File: config.mk
export PLATFORM = sky130hd
export DESIGN_NAME = can_frame_byte_ring_buffer
export DESIGN_NICKNAME = d
export VERILOG_FILES = /design/src/hw/rtl/cfrb_pkg.sv /design/src/hw/rtl/cfrb_lane.sv /design/src/hw/rtl/cfrb_merge.sv /design/src/hw/rtl/can_frame_byte_ring_buffer.sv
export SDC_FILE = /design/constraint.sdc
export NUM_CORES = 2
export LEC_CHECK = 0
export BUFFER_PORTS_ARGS = -buffer_cell sky130_fd_sc_hd__buf_2
export CORE_UTILIZATION = 53
export DETAILED_ROUTE_END_ITERATION = 8
export PLACE_DENSITY_LB_ADDON = 0.08
export SLEW_MARGIN = 5
export SYNTH_ARGS = -nofsm -noshare
export SYNTH_HDL_FRONTEND = slang
export SYNTH_HIERARCHICAL = 1
export SYNTH_SLANG_ARGS = --single-unit
File: constraint.sdc
create_clock -name clk -period 11.9 [get_ports clk]
set_input_delay 0.595 -clock clk [delete_from_list [all_inputs] [get_ports clk]]
set_output_delay 0.595 -clock clk [all_outputs]
set_load 0.01 [all_outputs]
File: src/hw/rtl/cfrb_pkg.sv
// shared types, constants and helper functions of the can frame byte ring buffer
// no dependencies; used by every module of the block
package cfrb_pkg;

    localparam int BUF_SIZE  = 256;
    localparam int IDX_W     = $clog2(BUF_SIZE);
    localparam int MAX_FRAME = 8;
    localparam int LANES     = 8;
    localparam int LANE_W    = $clog2(LANES);

    localparam logic [1:0] OP_WRITE = 2'd0;
    localparam logic [1:0] OP_READ  = 2'd1;
    localparam logic [1:0] OP_PEEK  = 2'd2;

    typedef logic [IDX_W-1:0] idx_t;

    typedef struct packed {
        logic [1:0] op;
        logic [3:0] frame_len;
        logic [7:0] byte_0;
        logic [7:0] byte_1;
        logic [7:0] byte_2;
        logic [7:0] byte_3;
        logic [7:0] byte_4;
        logic [7:0] byte_5;
        logic [7:0] byte_6;
        logic [7:0] byte_7;
    } item_t;

    typedef struct packed {
        logic [7:0] read_byte;
        logic       byte_valid;
        logic [7:0] fill_level;
        logic       overrun;
    } result_t;

    // one lane's view of one payload byte
    typedef struct packed {
        logic       en;
        idx_t       addr;
        logic [7:0] data;
    } lane_t;

    // what the merge stage derives from all lanes
    typedef struct packed {
        logic overrun;
        idx_t next_wr;
    } merge_t;

    // slot after i, wrapping at the end of the buffer
    function automatic idx_t next_slot(idx_t i);
        if (32'(i) + 32'd1 >= 32'(BUF_SIZE)) begin
            return '0;
        end
        return idx_t'(32'(i) + 32'd1);
    endfunction

    // unread bytes: (wr - lr - 1) mod size
    function automatic idx_t fill_of(idx_t wr, idx_t lr);
        logic [IDX_W:0] d;
        if (wr > lr) begin
            d = {1'b0, wr} - {1'b0, lr} - (IDX_W+1)'(1);
        end else begin
            d = {1'b0, wr} + (IDX_W+1)'(BUF_SIZE) - {1'b0, lr} - (IDX_W+1)'(1);
        end
        return d[IDX_W-1:0];
    endfunction

    // fill level as reported, clipped to eight bits
    function automatic logic [7:0] sat8(idx_t f);
        if (32'(f) > 32'd255) begin
            return 8'hFF;
        end
        return 8'(f);
    endfunction

endpackage

File: src/hw/rtl/cfrb_lane.sv
// one byte lane: slot address and enable for one payload byte of a frame
// depends on cfrb_pkg
module cfrb_lane (
    input  cfrb_pkg::idx_t               base,
    input  logic [cfrb_pkg::LANE_W-1:0]  lane_num,
    input  logic [3:0]                   len,
    input  logic [7:0]                   data,
    output cfrb_pkg::lane_t              lane
);
    import cfrb_pkg::*;

    logic [IDX_W:0] sum;

    always_comb
    begin
        sum = {1'b0, base} + (IDX_W+1)'(lane_num);
        if (sum >= (IDX_W+1)'(BUF_SIZE)) begin
            sum = sum - (IDX_W+1)'(BUF_SIZE);
        end
        lane.en   = 4'(lane_num) < len;
        lane.addr = sum[IDX_W-1:0];
        lane.data = data;
    end

endmodule

File: src/hw/rtl/cfrb_merge.sv
// merge stage: counts the active lanes, checks free space, finds the new write pointer
// depends on cfrb_pkg
module cfrb_merge (
    input  cfrb_pkg::idx_t   wr,
    input  cfrb_pkg::idx_t   lr,
    input  cfrb_pkg::lane_t  lanes [cfrb_pkg::LANES],
    output cfrb_pkg::merge_t merged
);
    import cfrb_pkg::*;

    logic [LANE_W:0] count;
    idx_t            free_slots;
    idx_t            last_addr;

    always_comb
    begin
        count = '0;
        for (int i = 0; i < LANES; i++) begin
            count = count + (LANE_W+1)'(lanes[i].en);
        end
        free_slots     = idx_t'(BUF_SIZE - 1) - fill_of(wr, lr);
        last_addr      = lanes[LANE_W'(count - (LANE_W+1)'(1))].addr;
        merged.overrun = 32'(count) > 32'(free_slots);
        merged.next_wr = (count == '0) ? wr : next_slot(last_addr);
    end

endmodule

File: src/hw/rtl/can_frame_byte_ring_buffer.sv
// top level of the can frame byte ring buffer: control, pointers and byte storage
// depends on cfrb_pkg, cfrb_lane and cfrb_merge
//
// A byte ring buffer fed with can frame payloads. Raise start with an item while
// busy is low; the item is taken at that clock edge. op selects write (store
// frame_len bytes, byte_0 first, length clipped to eight), read (pop one byte)
// or peek (show the next byte and keep it); code three does nothing. Exactly one
// result comes back per item, on result for a single cycle with done high, and
// it cannot be held off: capture it when done is high. fill_level is the count
// of unread bytes after the item and overrun marks a write that did not fit;
// such a write still overwrites the oldest data. One slot always stays unused,
// so the buffer holds at most 255 bytes. A write stores its bytes one per cycle
// through the single write port of the byte memory, then forms the result and
// shows it with done high; a read or peek does the registered memory read, then
// forms the result and shows it; a zero length write or a no-op only forms the
// result and shows it. busy drops in the cycle done is shown, so the next item
// may be started right then. After reset the buffer is empty and ready at once;
// the byte memory needs no clearing.
module can_frame_byte_ring_buffer (
    input  logic              clk,
    input  logic              rst_n,
    input  logic              start,
    input  cfrb_pkg::item_t   item,
    output logic              busy,
    output logic              done,
    output cfrb_pkg::result_t result
);
    import cfrb_pkg::*;

    typedef enum logic [1:0] {
        S_IDLE,
        S_WRITE,
        S_READ,
        S_FINISH
    } state_t;

    // control state
    state_t            state_reg;
    logic [LANE_W-1:0] cnt_reg;
    logic [3:0]        len_reg;
    logic [1:0]        op_reg;
    logic              hit_reg;
    logic              ovr_reg;
    idx_t              wr_reg;
    idx_t              lr_reg;
    logic              done_reg;
    result_t           result_reg;

    // payload captured at the accepting edge
    lane_t             lane_reg [LANES];
    idx_t              next_wr_reg;
    idx_t              rd_addr_reg;

    // byte storage, contents undefined until written
    logic [7:0]        mem [BUF_SIZE];
    logic [7:0]        rdata_reg;

    logic [3:0]        len_sat;
    logic [7:0]        item_bytes [LANES];
    lane_t             lane_out [LANES];
    merge_t            merge_out;
    idx_t              fill_now;
    idx_t              rd_addr_next;
    lane_t             lane_sel;
    logic              accept;
    logic              is_rd;

    assign accept       = start && (state_reg == S_IDLE);
    assign len_sat      = (item.frame_len > 4'(MAX_FRAME)) ? 4'(MAX_FRAME) : item.frame_len;
    assign fill_now     = fill_of(wr_reg, lr_reg);
    assign rd_addr_next = next_slot(lr_reg);
    assign is_rd        = (item.op == OP_READ) || (item.op == OP_PEEK);
    assign lane_sel     = lane_reg[cnt_reg];

    assign item_bytes[0] = item.byte_0;
    assign item_bytes[1] = item.byte_1;
    assign item_bytes[2] = item.byte_2;
    assign item_bytes[3] = item.byte_3;
    assign item_bytes[4] = item.byte_4;
    assign item_bytes[5] = item.byte_5;
    assign item_bytes[6] = item.byte_6;
    assign item_bytes[7] = item.byte_7;

    // every lane finds the slot of its byte at the same time
    for (genvar g = 0; g < LANES; g++)
    begin : g_lane
        cfrb_lane u_lane (
            .base     (wr_reg),
            .lane_num (LANE_W'(g)),
            .len      (len_sat),
            .data     (item_bytes[g]),
            .lane     (lane_out[g])
        );
    end

    // lanes combine into overrun flag and new write pointer
    cfrb_merge u_merge (
        .wr     (wr_reg),
        .lr     (lr_reg),
        .lanes  (lane_out),
        .merged (merge_out)
    );

    // sequencer: state, pointers and the registered result
    always_ff @(posedge clk or negedge rst_n)
    begin
        if (!rst_n) begin
            state_reg  <= S_IDLE;
            cnt_reg    <= '0;
            len_reg    <= '0;
            op_reg     <= OP_WRITE;
            hit_reg    <= 1'b0;
            ovr_reg    <= 1'b0;
            wr_reg     <= '0;
            lr_reg     <= idx_t'(BUF_SIZE - 1);
            done_reg   <= 1'b0;
            result_reg <= '0;
        end else begin
            done_reg <= 1'b0;
            case (state_reg)
                S_IDLE: begin
                    if (start) begin
                        op_reg  <= item.op;
                        len_reg <= len_sat;
                        cnt_reg <= '0;
                        ovr_reg <= (item.op == OP_WRITE) && merge_out.overrun;
                        hit_reg <= is_rd && (fill_now != '0);
                        if ((item.op == OP_WRITE) && (len_sat != 4'd0)) begin
                            state_reg <= S_WRITE;
                        end else if (is_rd) begin
                            state_reg <= S_READ;
                        end else begin
                            state_reg <= S_FINISH;
                        end
                    end
                end
                S_WRITE: begin
                    // one byte per cycle into the memory
                    cnt_reg <= cnt_reg + LANE_W'(1);
                    if (4'(cnt_reg) + 4'd1 == len_reg) begin
                        wr_reg    <= next_wr_reg;
                        state_reg <= S_FINISH;
                    end
                end
                S_READ: begin
                    // memory data lands in rdata_reg at this edge
                    if (hit_reg && (op_reg == OP_READ)) begin
                        lr_reg <= rd_addr_reg;
                    end
                    state_reg <= S_FINISH;
                end
                S_FINISH: begin
                    done_reg              <= 1'b1;
                    result_reg.read_byte  <= hit_reg ? rdata_reg : 8'd0;
                    result_reg.byte_valid <= hit_reg;
                    result_reg.fill_level <= sat8(fill_now);
                    result_reg.overrun    <= ovr_reg;
                    state_reg             <= S_IDLE;
                end
                default: begin
                    state_reg <= S_IDLE;
                end
            endcase
        end
    end

    // lane results and addresses held for the write and read sequences
    always_ff @(posedge clk)
    begin
        if (accept) begin
            lane_reg    <= lane_out;
            next_wr_reg <= merge_out.next_wr;
            rd_addr_reg <= rd_addr_next;
        end
    end

    // byte memory: one write port, one registered read port
    always_ff @(posedge clk)
    begin
        if ((state_reg == S_WRITE) && lane_sel.en) begin
            mem[lane_sel.addr] <= lane_sel.data;
        end
        rdata_reg <= mem[rd_addr_reg];
    end

    assign busy   = (state_reg != S_IDLE);
    assign done   = done_reg;
    assign result = result_reg;

endmodule

==> metrics.md <==
| Metric | Value |
|---|---|
| Outcome | `completed` |
| First-pass GRT wire length | `321000 microns` |
| DR vias/cell | `~6.2` |
| IO Pins | `between 90 and 100` |
| Post-CTS Resized | `0` |
| Syn Area/Cell | `just over 20 sq um` |
| Pleak | `about 33 nW` |
| Crit path launch type | `input port` |
| Share of cells above drive strength 1 | `0.238` |
| Die Height | `between 400 and 500 microns` |
| RSZ-0062 raised after global routing | `false` |
| Largest register FFs | `between 2k and 2.5k` |
| Setup TNS Final | `0 ns` |
| Total grt overflow | `0` |
| Cells after synthesis | `4523` |
| Leading area contributor after synthesis | `edfxtp_1` |
| Iteration-0 DRC Markers | `roughly 4.4k` |
| Max-cap viol count | `0` |
| Multi-input gate area | `~22000 sq um` |
| Antenna Violating Nets Remaining | `0` |
| Internal power | `between 0.015 and 0.02 W` |
| Sequential share of power | `0.454` |
| H-tree depth | `4` |
| Worst Hold Class | `in2reg` |
| Setup WS post-layout | `a little under 6 ns` |
| Most used DFF post-synth | `edfxtp_1` |
| Initial antenna violation count | `4` |
| Cell mode on critical path | `inv_1` |
| Largest net degree at the start of global routing | `around 160` |
| Final wirelength | `221000 microns` |
| Max Root-Sink Buffers | `3` |
| Worst slack at placement | `around 5 ns` |
| Period Utilization, post-route | `0.499` |
| Top cell type's share of synthesized area | `0.724` |
| Crit. End Element | `flop` |
| Area contributors post-synth | `edfxtp_1 72%, mux4_2 14%, mux2i_1 1.4%, nor2_1 1.3%, dfrtp_1 1.1%` |
| Register bit total from synthesis | `2256` |
| Core area | `170000 sq um` |
| Drt pass-1 iters | `6` |
| Num CTS Buffers | `around 230` |
| Final setup viols | `0` |
| GP Congestion | `a little over 0.8` |
| DR WL/cell | `30.5 microns` |
| Ys Warns | `6` |
| Logic pwr share | `0.262` |
| CTS Root Cell | `clkbuf_16` |
| Peak Freq | `about 170 MHz` |
| Rows | `around 150` |
| I/O Buffers | `around 90` |
| Post-synthesis async set-or-reset flop share | `0.0213` |
| CP peak stage delay | `roughly 0.53 ns` |
| Nets | `between 4k and 5k` |
| Slew margin rel. | `0.112` |
| Synth cell types | `75` |
| Register Area | `slightly below 70000 sq um` |
| VDD IR-drop max | `a little under 0.4 mV` |
| Starting Density | `0.536` |
| CP required | `between 10 and 15 ns` |
| Switching part of the total power | `0.316` |
| Die Area | `about 170000 sq um` |
| Clock share of power | `0.284` |
| Area Growth Syn to Fin | `11.4%` |
| CTS tree | `done` |
| Final HPWL DP | `between 100000 and 150000 microns` |
| Post-synth EDFFs | `2200` |
| Crit-path slowest cell | `fa_1` |
| CP Max Fanout | `22` |
| Worst slew pin tran | `around 1.3 ns` |
| Synth Cell Area | `between 90000 and 100000 sq um` |
| Clock transition at path regs | `about 0.060 ns` |
| Tot GR Track Use | `0.257` |
| Worst EP arrival | `around 6.6 ns` |
| Sequential-to-total area share from yosys stat | `0.739` |
| Fill count | `12.3k` |
| Die X | `417 microns` |
| Pins Over Slew Limit | `0` |
| Clock Sinks | `roughly 2.3k` |
| Vias in the first global route | `~45k` |
| DRC Markers | `0` |
| Hold Violations, Final | `0` |
| Hold slack | `0.0863 ns` |
| Pwr/cell area | `between 200 and 250 nW/um^2` |
| DR vias | `44.5k` |
| Crit Path Class | `in2reg` |
| Clk Latency, worst-skew pair | `just under 0.9 ns` |
| Fin crit period | `5.94 ns` |
| Clk_skew | `between 0.03 and 0.04 ns` |
| Switch Pwr | `around 0.0077 W` |
-- Yosys cell counts (31+ instances only) --
cell type  instances
buf_4            104
o221ai_1          31
nor2_1           305
nand3_1           62
clkbuf_1          90
mux2i_1          130
a21oi_1           79
a22o_1            36
a22oi_1           65
buf_2             79
inv_1             99
o21ai_0           38
xnor2_1           50
dfrtp_1           40
mux2_2            50
mux4_2           558
nand2_1           84
ha_1              69
edfxtp_1        2200
-- power by group through the flow --
stage	combinational (W)	sequential [W]	clock, W
3_3_place_gp	0.00626	0.0112	0
5_1_grt	0.00679	0.0110	0.00728
6_report	0.00635	0.0110	0.00688
3_5_place_dp	0.00640	0.0112	0
4_1_cts	0.00642	0.0110	0.00698
2_1_floorplan	0.00384	0.0113	0
-- layer usage --
layer,track usage,wire (microns)
met1,0.372,92700
met2,0.408,107000
met3,0.0435,15300
met4,0.0738,5650
met5,0,0
-- path summary, 6_finish.rpt --
kind	startpoint	endpoint	slack (ns)	cells past startpoint
max	item[67]	next_wr_reg[0]	5.96	25
min	item[68]	op_reg[0]	0.09	3
max reg2reg	rd_addr_reg[0]	rdata_reg[7]	6.74	9
min reg2reg	op_reg[0]	op_reg[0]	0.50	2
max in group asynchronous	rst_n	cnt_reg[2]	10.90	3
min in group asynchronous	rst_n	result[6]	0.47	3
-- kinds of logic after synthesis --
kind of cell / Yosys count / synth area share
multiplexers: 739 / 0.158
AND/OR/NAND/NOR: 580 / 0.0290
buffers and inverters: 406 / 0.0236
other: 2 / 0.0000823
flip-flops: 2256 / 0.739
adder cells (fa/ha/maj): 83 / 0.0125
AO/OA/AOI/OAI: 379 / 0.0293
XOR/XNOR: 78 / 0.00798
-- cell usage in the layout (no fill, tap or decap), types with 69 or more instances in the layout --
cell type / instances
edfxtp_1: 2200
a21oi_1: 79
ha_1: 69
clkbuf_16: 228
nor2_1: 303
buf_2: 92
inv_1: 98
mux4_2: 558
buf_4: 74
nand2_1: 84
mux2i_1: 130
-- metrics by stage --
stage                     std cells   util  power, W  instance area, sq um
after floorplan                4577      -    0.0151                 91400
after global placement         6736  0.551    0.0174                 93800
after detailed placement       6736  0.551    0.0176                 93800
after CTS                      7227  0.597    0.0244                102000
after global routing           7227  0.597    0.0251                102000
final                          7230  0.597    0.0242                102000
-- final cells by class --
type	instances	area share
inverters	100	0.00377
well taps	2295	0.0283
clock inverters	146	0.0116
diodes	3	0.0000739
flip-flops and latches	2256	0.664
repair buffers	235	0.0172
multi-input cells	1915	0.217
clock buffers	280	0.0584
-- timing repair --
action,4_1_cts,5_1_grt
buffers inserted,0,0
endpoints found under the hold margin,104,0
hold buffers,65,0
-- critical path: cells and delay by family --
kind	cells	cell delay, ns
buffers and inverters	7	0.89
AND/OR/NAND/NOR	6	1.58
multiplexers	1	0.21
AO/OA/AOI/OAI	3	0.39
XOR/XNOR	1	0.24
adder cells (fa/ha/maj)	7	2.62
(Power assumes the default switching activity.)
